===== config.mk =====
export PLATFORM = sky130hd
export DESIGN_NAME = lfu_keyed_cache_table
export DESIGN_NICKNAME = d
export VERILOG_FILES = /design/src/sv/lfu_pkg.sv /design/src/sv/lfu_scan.sv /design/src/sv/lfu_keyed_cache_table.sv
export VERILOG_INCLUDE_DIRS = /design/src /design/src/sv
export SDC_FILE = /design/constraint.sdc
export NUM_CORES = 2
export LEC_CHECK = 0
export ABC_CLOCK_PERIOD_IN_PS = 6200
export BUFFER_PORTS_ARGS = -buffer_cell sky130_fd_sc_hd__buf_2
export CAP_MARGIN = 25
export CORE_AREA = 2 2 366 458
export CTS_BUF_LIST = sky130_fd_sc_hd__clkbuf_4 sky130_fd_sc_hd__clkbuf_8
export CTS_CLUSTER_SIZE = 30
export DETAILED_ROUTE_END_ITERATION = 8
export DIE_AREA = 0 0 368 460
export GPL_TIMING_DRIVEN = 0
export PLACE_DENSITY = 0.79
export SLEW_MARGIN = 20
export SYNTH_ARGS = -nofsm -noshare
export SYNTH_HDL_FRONTEND = slang
export SYNTH_SLANG_ARGS = --single-unit

===== constraint.sdc =====
create_clock -name clk -period 6.2 [get_ports clk]
set_input_delay 1.24 -clock clk [delete_from_list [all_inputs] [get_ports clk]]
set_output_delay 1.24 -clock clk [all_outputs]
set_load 0.02 [all_outputs]

===== src/sv/assert_macros.svh =====
// ----------------------------------------------------------------------------
// assert_macros.svh
// Shared assertion macros for the keyed cache table RTL
// ----------------------------------------------------------------------------
`ifndef ASSERT_MACROS_SVH
`define ASSERT_MACROS_SVH

// same-cycle implication, sampled on clk, off during reset
`define ASSERT_SAME(label, ante, cons) \
    label: assert property (@(posedge clk) disable iff (!rst_n) (ante) |-> (cons)) \
        else $error("assertion failed: same-cycle implication");

// next-cycle implication, sampled on clk, off during reset
`define ASSERT_NEXT(label, ante, cons) \
    label: assert property (@(posedge clk) disable iff (!rst_n) (ante) |=> (cons)) \
        else $error("assertion failed: next-cycle implication");

`endif


===== src/sv/lfu_pkg.sv =====
// ----------------------------------------------------------------------------
// lfu_pkg
// Types, codes and defaults shared by the keyed cache table modules
// ----------------------------------------------------------------------------
package lfu_pkg;

    // default table depth
    localparam int SLOTS_DEF = 32;

    // field widths
    localparam int KEY_W    = 32;
    localparam int COUNT_W  = 32;
    localparam int OP_W     = 2;
    localparam int STATUS_W = 3;
    localparam int SLOT_W   = 5;
    localparam int LIMIT_W  = 6;

    // capacity limit after reset
    localparam logic [LIMIT_W-1:0] LIMIT_RST = 6'd32;

    // opcodes
    localparam logic [OP_W-1:0] OP_CREATE  = 2'd0;
    localparam logic [OP_W-1:0] OP_GET     = 2'd1;
    localparam logic [OP_W-1:0] OP_RELEASE = 2'd2;
    localparam logic [OP_W-1:0] OP_CLEAR   = 2'd3;

    // result status codes
    localparam logic [STATUS_W-1:0] ST_HIT      = 3'd0;
    localparam logic [STATUS_W-1:0] ST_INSERTED = 3'd1;
    localparam logic [STATUS_W-1:0] ST_EVICTED  = 3'd2;
    localparam logic [STATUS_W-1:0] ST_REFUSED  = 3'd3;
    localparam logic [STATUS_W-1:0] ST_MISS     = 3'd4;
    localparam logic [STATUS_W-1:0] ST_RELEASED = 3'd5;
    localparam logic [STATUS_W-1:0] ST_REL_MISS = 3'd6;
    localparam logic [STATUS_W-1:0] ST_CLEARED  = 3'd7;

    // one slot read out of the table during a scan
    typedef struct packed {
        logic               live;
        logic               valid;
        logic [KEY_W-1:0]   key;
        logic [COUNT_W-1:0] count;
    } sample_t;

    // scan summary handed back to the sequencer
    typedef struct packed {
        logic               hit;
        logic               free_found;
        logic               victim_found;
        logic [COUNT_W-1:0] hit_count;
        logic [KEY_W-1:0]   victim_key;
    } scan_res_t;

endpackage


===== src/sv/lfu_scan.sv =====
// ----------------------------------------------------------------------------
// lfu_scan
// Shared compare unit: folds one table slot per cycle into a scan summary
// ----------------------------------------------------------------------------
`include "assert_macros.svh"

module lfu_scan #(
    parameter int SLOTS = lfu_pkg::SLOTS_DEF,
    parameter int IDX_W = $clog2(SLOTS),
    parameter int CNT_W = $clog2(SLOTS + 1)
) (
    input  logic                        clk,
    input  logic                        rst_n,
    input  logic                        start,
    input  logic [lfu_pkg::KEY_W-1:0]   req_key,
    input  lfu_pkg::sample_t            sample,
    input  logic [IDX_W-1:0]            sample_idx,
    output lfu_pkg::scan_res_t          res,
    output logic [IDX_W-1:0]            hit_idx,
    output logic [IDX_W-1:0]            free_idx,
    output logic [IDX_W-1:0]            victim_idx,
    output logic [CNT_W-1:0]            used
);

    logic                          hit_reg, hit_next;
    logic                          free_found_reg, free_found_next;
    logic                          vict_found_reg, vict_found_next;
    logic [IDX_W-1:0]              hit_idx_reg, hit_idx_next;
    logic [IDX_W-1:0]              free_idx_reg, free_idx_next;
    logic [IDX_W-1:0]              vict_idx_reg, vict_idx_next;
    logic [lfu_pkg::COUNT_W-1:0]   hit_cnt_reg, hit_cnt_next;
    logic [lfu_pkg::COUNT_W-1:0]   vict_cnt_reg, vict_cnt_next;
    logic [lfu_pkg::KEY_W-1:0]     vict_key_reg, vict_key_next;
    logic [CNT_W-1:0]              used_reg, used_next;
    logic                          key_eq;
    logic                          cnt_lt;

    // the shared comparators: key equality and count magnitude
    assign key_eq = (sample.key == req_key);
    assign cnt_lt = (sample.count < vict_cnt_reg);

    // fold one sample into the running summary
    always_comb
    begin
        hit_next        = hit_reg;
        free_found_next = free_found_reg;
        vict_found_next = vict_found_reg;
        hit_idx_next    = hit_idx_reg;
        free_idx_next   = free_idx_reg;
        vict_idx_next   = vict_idx_reg;
        hit_cnt_next    = hit_cnt_reg;
        vict_cnt_next   = vict_cnt_reg;
        vict_key_next   = vict_key_reg;
        used_next       = used_reg;
        if (start)
        begin
            hit_next        = 1'b0;
            free_found_next = 1'b0;
            vict_found_next = 1'b0;
            used_next       = '0;
        end
        else if (sample.live)
        begin
            if (sample.valid)
            begin
                used_next = used_reg + CNT_W'(1);
                // strict less keeps the lowest slot on ties
                if (!vict_found_reg || cnt_lt)
                begin
                    vict_found_next = 1'b1;
                    vict_idx_next   = sample_idx;
                    vict_cnt_next   = sample.count;
                    vict_key_next   = sample.key;
                end
                // first match wins
                if (key_eq && !hit_reg)
                begin
                    hit_next     = 1'b1;
                    hit_idx_next = sample_idx;
                    hit_cnt_next = sample.count;
                end
            end
            else if (!free_found_reg)
            begin
                free_found_next = 1'b1;
                free_idx_next   = sample_idx;
            end
        end
    end

    // control flags and occupancy
    always_ff @(posedge clk or negedge rst_n)
    begin
        if (!rst_n)
        begin
            hit_reg        <= 1'b0;
            free_found_reg <= 1'b0;
            vict_found_reg <= 1'b0;
            used_reg       <= '0;
        end
        else
        begin
            hit_reg        <= hit_next;
            free_found_reg <= free_found_next;
            vict_found_reg <= vict_found_next;
            used_reg       <= used_next;
        end
    end

    // captured indices, keys and counts
    always_ff @(posedge clk)
    begin
        hit_idx_reg  <= hit_idx_next;
        free_idx_reg <= free_idx_next;
        vict_idx_reg <= vict_idx_next;
        hit_cnt_reg  <= hit_cnt_next;
        vict_cnt_reg <= vict_cnt_next;
        vict_key_reg <= vict_key_next;
    end

    // summary outputs
    always_comb
    begin
        res.hit          = hit_reg;
        res.free_found   = free_found_reg;
        res.victim_found = vict_found_reg;
        res.hit_count    = hit_cnt_reg;
        res.victim_key   = vict_key_reg;
    end
    assign hit_idx    = hit_idx_reg;
    assign free_idx   = free_idx_reg;
    assign victim_idx = vict_idx_reg;
    assign used       = used_reg;

    // checks
    `ASSERT_SAME(a_used_bounded, 1'b1, used_reg <= CNT_W'(SLOTS))
    `ASSERT_SAME(a_victim_needs_entry, vict_found_reg, used_reg != '0)

endmodule


===== src/sv/lfu_keyed_cache_table.sv =====
// ----------------------------------------------------------------------------
// lfu_keyed_cache_table
// Keyed table of SLOTS entries with use counts and least-used replacement
// ----------------------------------------------------------------------------
// Usage:
//   s_axis_* carries one request (opcode, font_key, force_evict); m_axis_*
//   returns exactly one result per request (status, slot, evicted key, count).
//   cfg_valid/cfg_data writes the capacity limit; write it only while idle.
// Timing:
//   create, get and release scan every slot through the single key/count
//   memory read port, one slot a cycle, then pass the drain and decide
//   states; the result is registered from the decide state. The next request
//   is taken only once the sequencer is back in idle.
//   Release-all skips the scan and goes straight to the decide state.
// Reset:
//   all valid bits clear at once and the limit returns to 32; no clearing
//   pass is needed, so requests are taken right after reset.
// Stall:
//   a finished result sits in the output register; a new request may be taken
//   meanwhile, and its result waits in the decide step until the output frees.
// ----------------------------------------------------------------------------
`include "assert_macros.svh"

module lfu_keyed_cache_table #(
    parameter int SLOTS = lfu_pkg::SLOTS_DEF   // 2 .. 32
) (
    input  logic                         clk,
    input  logic                         rst_n,
    // capacity limit write channel
    input  logic                         cfg_valid,
    output logic                         cfg_ready,
    input  logic [lfu_pkg::LIMIT_W-1:0]  cfg_data,
    // request channel
    input  logic                         s_axis_tvalid,
    output logic                         s_axis_tready,
    input  logic [39:0]                  s_axis_tdata,  // opcode, font_key, force_evict, pad
    // result channel
    output logic                         m_axis_tvalid,
    input  logic                         m_axis_tready,
    output logic [71:0]                  m_axis_tdata   // status, slot_index, evicted_key,
                                                        // use_count_out
);

    localparam int IDX_W = $clog2(SLOTS);
    localparam int CNT_W = $clog2(SLOTS + 1);
    localparam int CMP_W = (CNT_W > lfu_pkg::LIMIT_W) ? CNT_W : lfu_pkg::LIMIT_W;
    localparam logic [IDX_W-1:0] LAST_IDX = IDX_W'(SLOTS - 1);

    // sequencer states
    localparam logic [1:0] S_IDLE   = 2'd0;
    localparam logic [1:0] S_SCAN   = 2'd1;
    localparam logic [1:0] S_DRAIN  = 2'd2;
    localparam logic [1:0] S_DECIDE = 2'd3;

    logic [1:0]                      state_reg, state_next;
    logic [IDX_W-1:0]                addr_reg;
    logic [lfu_pkg::LIMIT_W-1:0]     limit_reg;
    logic [lfu_pkg::OP_W-1:0]        op_reg;
    logic [lfu_pkg::KEY_W-1:0]       key_reg;
    logic                            force_reg;
    logic [SLOTS-1:0]                valid_reg, valid_next;

    // table memories
    logic [lfu_pkg::KEY_W-1:0]       key_mem [SLOTS];
    logic [lfu_pkg::COUNT_W-1:0]     cnt_mem [SLOTS];
    logic [lfu_pkg::KEY_W-1:0]       rd_key_reg;
    logic [lfu_pkg::COUNT_W-1:0]     rd_cnt_reg;
    logic                            rd_valid_reg;
    logic                            rd_live_reg;
    logic [IDX_W-1:0]                rd_idx_reg;

    // scan unit interface
    lfu_pkg::sample_t                sample;
    lfu_pkg::scan_res_t              res;
    logic [IDX_W-1:0]                hit_idx, free_idx, victim_idx;
    logic [CNT_W-1:0]                used;

    // decide step
    logic                            accept;
    logic                            out_free;
    logic                            done;
    logic [CMP_W-1:0]                limit_ext, slots_ext, eff_limit, used_ext;
    logic [lfu_pkg::COUNT_W-1:0]     bumped;
    logic [lfu_pkg::STATUS_W-1:0]    st_d;
    logic [IDX_W-1:0]                slot_d;
    logic                            slot_zero;
    logic [lfu_pkg::KEY_W-1:0]       evk_d;
    logic [lfu_pkg::COUNT_W-1:0]     cnt_d;
    logic                            wr_key_en, wr_cnt_en;
    logic [IDX_W-1:0]                wr_addr;
    logic [lfu_pkg::COUNT_W-1:0]     wr_cnt;
    logic [IDX_W+4:0]                slot_wide;

    // output register
    logic                            m_valid_reg;
    logic [71:0]                     m_data_reg;

    // handshakes
    assign cfg_ready     = 1'b1;
    assign s_axis_tready = (state_reg == S_IDLE);
    assign accept        = s_axis_tvalid && s_axis_tready;
    assign out_free      = !m_valid_reg || m_axis_tready;
    assign done          = (state_reg == S_DECIDE) && out_free;

    // sequencer
    always_comb
    begin
        state_next = state_reg;
        unique case (state_reg)
            S_IDLE:
            begin
                if (accept)
                begin
                    if (s_axis_tdata[1:0] == lfu_pkg::OP_CLEAR)
                        state_next = S_DECIDE;
                    else
                        state_next = S_SCAN;
                end
            end
            S_SCAN:
            begin
                if (addr_reg == LAST_IDX)
                    state_next = S_DRAIN;
            end
            S_DRAIN:
            begin
                state_next = S_DECIDE;
            end
            S_DECIDE:
            begin
                if (out_free)
                    state_next = S_IDLE;
            end
            default:
            begin
                state_next = S_IDLE;
            end
        endcase
    end

    // control registers
    always_ff @(posedge clk or negedge rst_n)
    begin
        if (!rst_n)
        begin
            state_reg   <= S_IDLE;
            addr_reg    <= '0;
            limit_reg   <= lfu_pkg::LIMIT_RST;
            valid_reg   <= '0;
            rd_live_reg <= 1'b0;
            m_valid_reg <= 1'b0;
        end
        else
        begin
            state_reg   <= state_next;
            valid_reg   <= valid_next;
            rd_live_reg <= (state_reg == S_SCAN);
            if (cfg_valid && cfg_ready)
                limit_reg <= cfg_data;
            if (accept)
                addr_reg <= '0;
            else if (state_reg == S_SCAN && addr_reg != LAST_IDX)
                addr_reg <= addr_reg + IDX_W'(1);
            if (done)
                m_valid_reg <= 1'b1;
            else if (m_axis_tready)
                m_valid_reg <= 1'b0;
        end
    end

    // request capture
    always_ff @(posedge clk)
    begin
        if (accept)
        begin
            op_reg    <= s_axis_tdata[1:0];
            key_reg   <= s_axis_tdata[33:2];
            force_reg <= s_axis_tdata[34];
        end
    end

    // key and count memories: one read and one write port
    always_ff @(posedge clk)
    begin
        rd_key_reg   <= key_mem[addr_reg];
        rd_cnt_reg   <= cnt_mem[addr_reg];
        rd_valid_reg <= valid_reg[addr_reg];
        rd_idx_reg   <= addr_reg;
        if (wr_key_en)
            key_mem[wr_addr] <= key_reg;
        if (wr_cnt_en)
            cnt_mem[wr_addr] <= wr_cnt;
    end

    // slot stream into the compare unit
    always_comb
    begin
        sample.live  = rd_live_reg;
        sample.valid = rd_valid_reg;
        sample.key   = rd_key_reg;
        sample.count = rd_cnt_reg;
    end

    lfu_scan #(
        .SLOTS (SLOTS),
        .IDX_W (IDX_W),
        .CNT_W (CNT_W)
    ) u_scan (
        .clk        (clk),
        .rst_n      (rst_n),
        .start      (accept),
        .req_key    (key_reg),
        .sample     (sample),
        .sample_idx (rd_idx_reg),
        .res        (res),
        .hit_idx    (hit_idx),
        .free_idx   (free_idx),
        .victim_idx (victim_idx),
        .used       (used)
    );

    // effective capacity and saturating count
    assign limit_ext = CMP_W'(limit_reg);
    assign slots_ext = CMP_W'(SLOTS);
    assign eff_limit = (limit_ext < slots_ext) ? limit_ext : slots_ext;
    assign used_ext  = CMP_W'(used);
    assign bumped    = (res.hit_count == '1) ? res.hit_count
                                             : res.hit_count + lfu_pkg::COUNT_W'(1);

    // decide the outcome and the table update
    always_comb
    begin
        st_d       = lfu_pkg::ST_CLEARED;
        slot_d     = '0;
        slot_zero  = 1'b1;
        evk_d      = '0;
        cnt_d      = '0;
        wr_key_en  = 1'b0;
        wr_cnt_en  = 1'b0;
        wr_addr    = hit_idx;
        wr_cnt     = bumped;
        valid_next = valid_reg;
        if (op_reg == lfu_pkg::OP_CLEAR)
        begin
            if (done)
                valid_next = '0;
        end
        else if (op_reg == lfu_pkg::OP_RELEASE)
        begin
            if (res.hit)
            begin
                st_d      = lfu_pkg::ST_RELEASED;
                slot_d    = hit_idx;
                slot_zero = 1'b0;
                if (done)
                    valid_next[hit_idx] = 1'b0;
            end
            else
            begin
                st_d = lfu_pkg::ST_REL_MISS;
            end
        end
        else if (res.hit)
        begin
            st_d      = lfu_pkg::ST_HIT;
            slot_d    = hit_idx;
            slot_zero = 1'b0;
            cnt_d     = bumped;
            wr_cnt_en = done;
        end
        else if (op_reg == lfu_pkg::OP_GET)
        begin
            st_d = lfu_pkg::ST_MISS;
        end
        else if (used_ext < eff_limit && res.free_found)
        begin
            // insert at the lowest free slot
            st_d      = lfu_pkg::ST_INSERTED;
            slot_d    = free_idx;
            slot_zero = 1'b0;
            cnt_d     = lfu_pkg::COUNT_W'(1);
            wr_addr   = free_idx;
            wr_cnt    = lfu_pkg::COUNT_W'(1);
            wr_key_en = done;
            wr_cnt_en = done;
            if (done)
                valid_next[free_idx] = 1'b1;
        end
        else if (!force_reg || !res.victim_found)
        begin
            st_d = lfu_pkg::ST_REFUSED;
        end
        else
        begin
            // replace the least used entry in place
            st_d      = lfu_pkg::ST_EVICTED;
            slot_d    = victim_idx;
            slot_zero = 1'b0;
            evk_d     = res.victim_key;
            cnt_d     = lfu_pkg::COUNT_W'(1);
            wr_addr   = victim_idx;
            wr_cnt    = lfu_pkg::COUNT_W'(1);
            wr_key_en = done;
            wr_cnt_en = done;
        end
    end

    // slot number reported in five bits
    assign slot_wide = {5'd0, (slot_zero ? IDX_W'(0) : slot_d)};

    // result register
    always_ff @(posedge clk)
    begin
        if (done)
            m_data_reg <= {cnt_d, evk_d, slot_wide[4:0], st_d};
    end

    assign m_axis_tvalid = m_valid_reg;
    assign m_axis_tdata  = m_data_reg;

    // checks
    `ASSERT_NEXT(a_decide_holds, state_reg == S_DECIDE && !out_free, state_reg == S_DECIDE)
    `ASSERT_NEXT(a_clear_empties, done && op_reg == lfu_pkg::OP_CLEAR, valid_reg == '0)
    `ASSERT_SAME(a_write_only_at_done, wr_key_en || wr_cnt_en, done)
    `ASSERT_NEXT(a_done_loads_output, done, m_valid_reg)

endmodule


==> flow_summary.ini <==
[global_route]
grt_pass1_vias = 49151
grt_overflow = 0
grt_start_max_net_pins = 57
grt_first_pass_wirelength_um = 346400
antenna_found_initial = 12
gr-usage-all-layers = 0.2925

[yosys]
ys_seq_area_frac = 0.7712
synth.mux.area_fraction = 0.1690
yosys.area_share.simple = 0.02231
syn_area_per_cell_um2 = 22.35
synth_adder_area_share = 0.005993
async_flop_share = 0.02341
synthFlopType = edfxtp_1
synth_compound_area_frac = 0.01396
synthXorXnorAreaFrac = 0.006197
syn-num-nets = 4206
synthCells = 4111
yosys_warnings = 0
synth_top_family_by_area = multiplexers
synth_area_mm2 = 0.09187
synth_edf_count = 2266
synth-seq-cells = 2392
yosysUniqueCellTypes = 72

[floorplan]
die_h_um = 460
die_w_um = 368
io_pins = 126
dieArea_mm2 = 0.1693
start_util = 0.5565
coreArea_mm2 = 0.1651
fp-row-count = 167

[sta]
final_max_slew_viol_count = 0
max-slew-margin-rel = 0.2309
grt_setup_unrepaired = false
fin_skew_ps = 85.50
fmax_ghz = 0.1730
setup_viol_count_final = 0
finalCritPeriodShare = 0.9321
worst_pin_slew_ps = 1154
finalHoldViolations = 0
period_minus_slack_ps = 5779

[route]
vias = 48420
drtAntennaViolNets = 0
route.detailed.drc = 0
top_layer = met5
drt-total-wl_um = 247200
dr_wl_met3_um = 30970
dr.pass1.iters = 6
wl_met1_um = 79240
drt_iter0_drc = 7106
vias_per_cell = 6.628
wl_met2_um = 122600
wl_per_cell_um = 33.84

[placed_design]
gp_congestion = 0.9226
dp.cells = 6638
io_buffers = 118
post-dp-hpwl_um = 162200

[clocking]
cts_buffer_depth = 4
cts_setup_buffers = 0
cts_hold_buf = 0
clock_sinks = 2392
root_buffer = clkbuf_8
clk_latency_ps = 1070
cts_tree = built
htreeDepth = 5
cts_resized = 0
path_clk_slew_ps = 80
cts_buffers = 365

[final_layout]
nets = 4929
stdcell_count = 7305
final_common_cell = edfxtp_1
most-common-layout-cells = edfxtp_1 (2266), mux4_2 (650), clkbuf_8 (398), buf_2 (182), clkbuf_4 (127)
syn_to_final_growth_pct = 16.41
drive_above_1_share = 0.3667

[min_path]
hold_path_class = input port to asynchronous set/reset pin

[run_status]
status = finished, final reports clean

[setup_path]
arrival_ps = 6510
cp_max_fo = 10
required_ps = 6940
critPathKind = flop to flop
start_kind = flop
cp-end-kind = flop

[pwr]
leakage_nw = 34.43
fin_total_pwr_w = 0.04286
powerDensity_mw_per_mm2 = 400.8
max-vdd-ir-drop_mv = 0.3698

[job]
max_cap_viol_count = 0
## cell usage after synthesis, drive strengths merged, types with 4 or more instances
| cell type | n | area (um^2) |
|---|---|---|
| dfrtp | 55 | 1376 |
| inv | 46 | 172.7 |
| clkbuf | 131 | 491.7 |
| mux4 | 650 | 14640 |
| nor4 | 11 | 75.07 |
| nand4 | 27 | 168.9 |
| edfxtp | 2266 | 68050 |
| a21o | 4 | 30.03 |
| o31a | 5 | 52.55 |
| xor2 | 39 | 341.6 |
| nand2b | 13 | 81.33 |
| a2bb2oi | 5 | 43.79 |
| xnor2 | 26 | 227.7 |
| buf | 75 | 367.9 |
| and2 | 5 | 31.28 |
| a22oi | 5 | 37.54 |
| nand3 | 22 | 110.1 |
| o31ai | 5 | 37.54 |
| and3 | 36 | 225.2 |
| or3 | 9 | 56.30 |
| mux2 | 71 | 799.5 |
| or2 | 6 | 37.53 |
| o21ai | 63 | 315.3 |
| nor3 | 32 | 171.4 |
| nor3b | 4 | 46.29 |
| a211oi | 4 | 30.03 |
| mux2i | 9 | 90.09 |
| nor2 | 151 | 576.8 |
| a21oi | 90 | 454.2 |
| and4 | 5 | 43.79 |
| dfxtp | 70 | 1401 |
| nor2b | 14 | 87.58 |
| o2111ai | 4 | 35.03 |
| ha | 44 | 550.5 |
| o211ai | 7 | 52.55 |
| nand2 | 66 | 247.7 |
## path summary, 6_finish.rpt
kind / from / endpoint / slack, ps / depth (start not counted)
setup / recovery: limit_ext[5] / cnt_mem[26][7] / 420 / 15
hold / removal: rst_n / valid_reg[1] / 270 / 1
setup reg to reg: limit_ext[5] / cnt_mem[26][7] / 420 / 15
hold reg to reg: addr_reg[2] / rd_idx_reg[2] / 400 / 0
max in group asynchronous: rst_n / state_reg[0] / 5390 / 1
min in group clk: s_axis_tdata[17] / key_reg[15] / 350 / 1
## per-stage QoR
| stage | utilization | cell area [um^2] | hold slack (ps) | setup slack (ps) | TNS [ps] |
|---|---|---|---|---|---|
| 6_report | 0.6478 | 106900 | 265.8 | 421.1 | 0 |
| 2_1_floorplan | - | 91880 | 345.4 | -127.3 | -14650 |
| 3_5_place_dp | 0.6011 | 99220 | 364.1 | 486.2 | 0 |
| 4_1_cts | 0.6453 | 106500 | 220.1 | 433.4 | 0 |
| 3_3_place_gp | 0.5768 | 95220 | 360.7 | -4957 | -4371540 |
| 5_1_grt | 0.6477 | 106900 | 289.9 | 377.2 | 0 |
## metal layers
layer,up-vias,track usage
li1,18740,-
met1,24842,0.3551
met2,3946,0.4825
met3,884,0.08207
met4,8,0.1499
met5,-,0
## critical path: stages (launching register included)
cell and delay (ps):
dfstp_2 370, inv_1 140, nand2_1 90, ha_1 220, or4b_1 550, o2111ai_1 270
nand2_1 270, a21oi_2 830, o22ai_1 560, clkbuf_2 490, nor3_2 580, buf_4 340
buf_6 170, buf_6 140, buf_4 210, buf_4 220
## cell type report
type                            instances  area [um^2]
Sequential cell                      2392        70850
Fill cell                            9954        58130
Multi-Input combinational cell       1467        20570
Clock buffer                          524         6424
Timing Repair Buffer                  356         4392
Tap cell                             2197         2749
Buffer                                206        894.6
Clock inverter                        109        870.8
Inverter                               46        175.2
Antenna cell                            8        20.02
## cell families after synthesis
logic type | after synthesis
other | 1
and+or+nand+nor | 412
buffers and inverters | 252
muxes | 730
AOI/OAI and AO/OA | 215
xor gates and xnor gates | 65
adders and majority gates | 44
DFF | 2392
## where the power goes
part	switching (W)	total [W]	internal, W
sequential	0.000655	0.0196	0.0189
clock	0.00593	0.0131	0.00722
combinational	0.00572	0.0102	0.00444
Note: power is estimated with default switching activity, not from simulation.
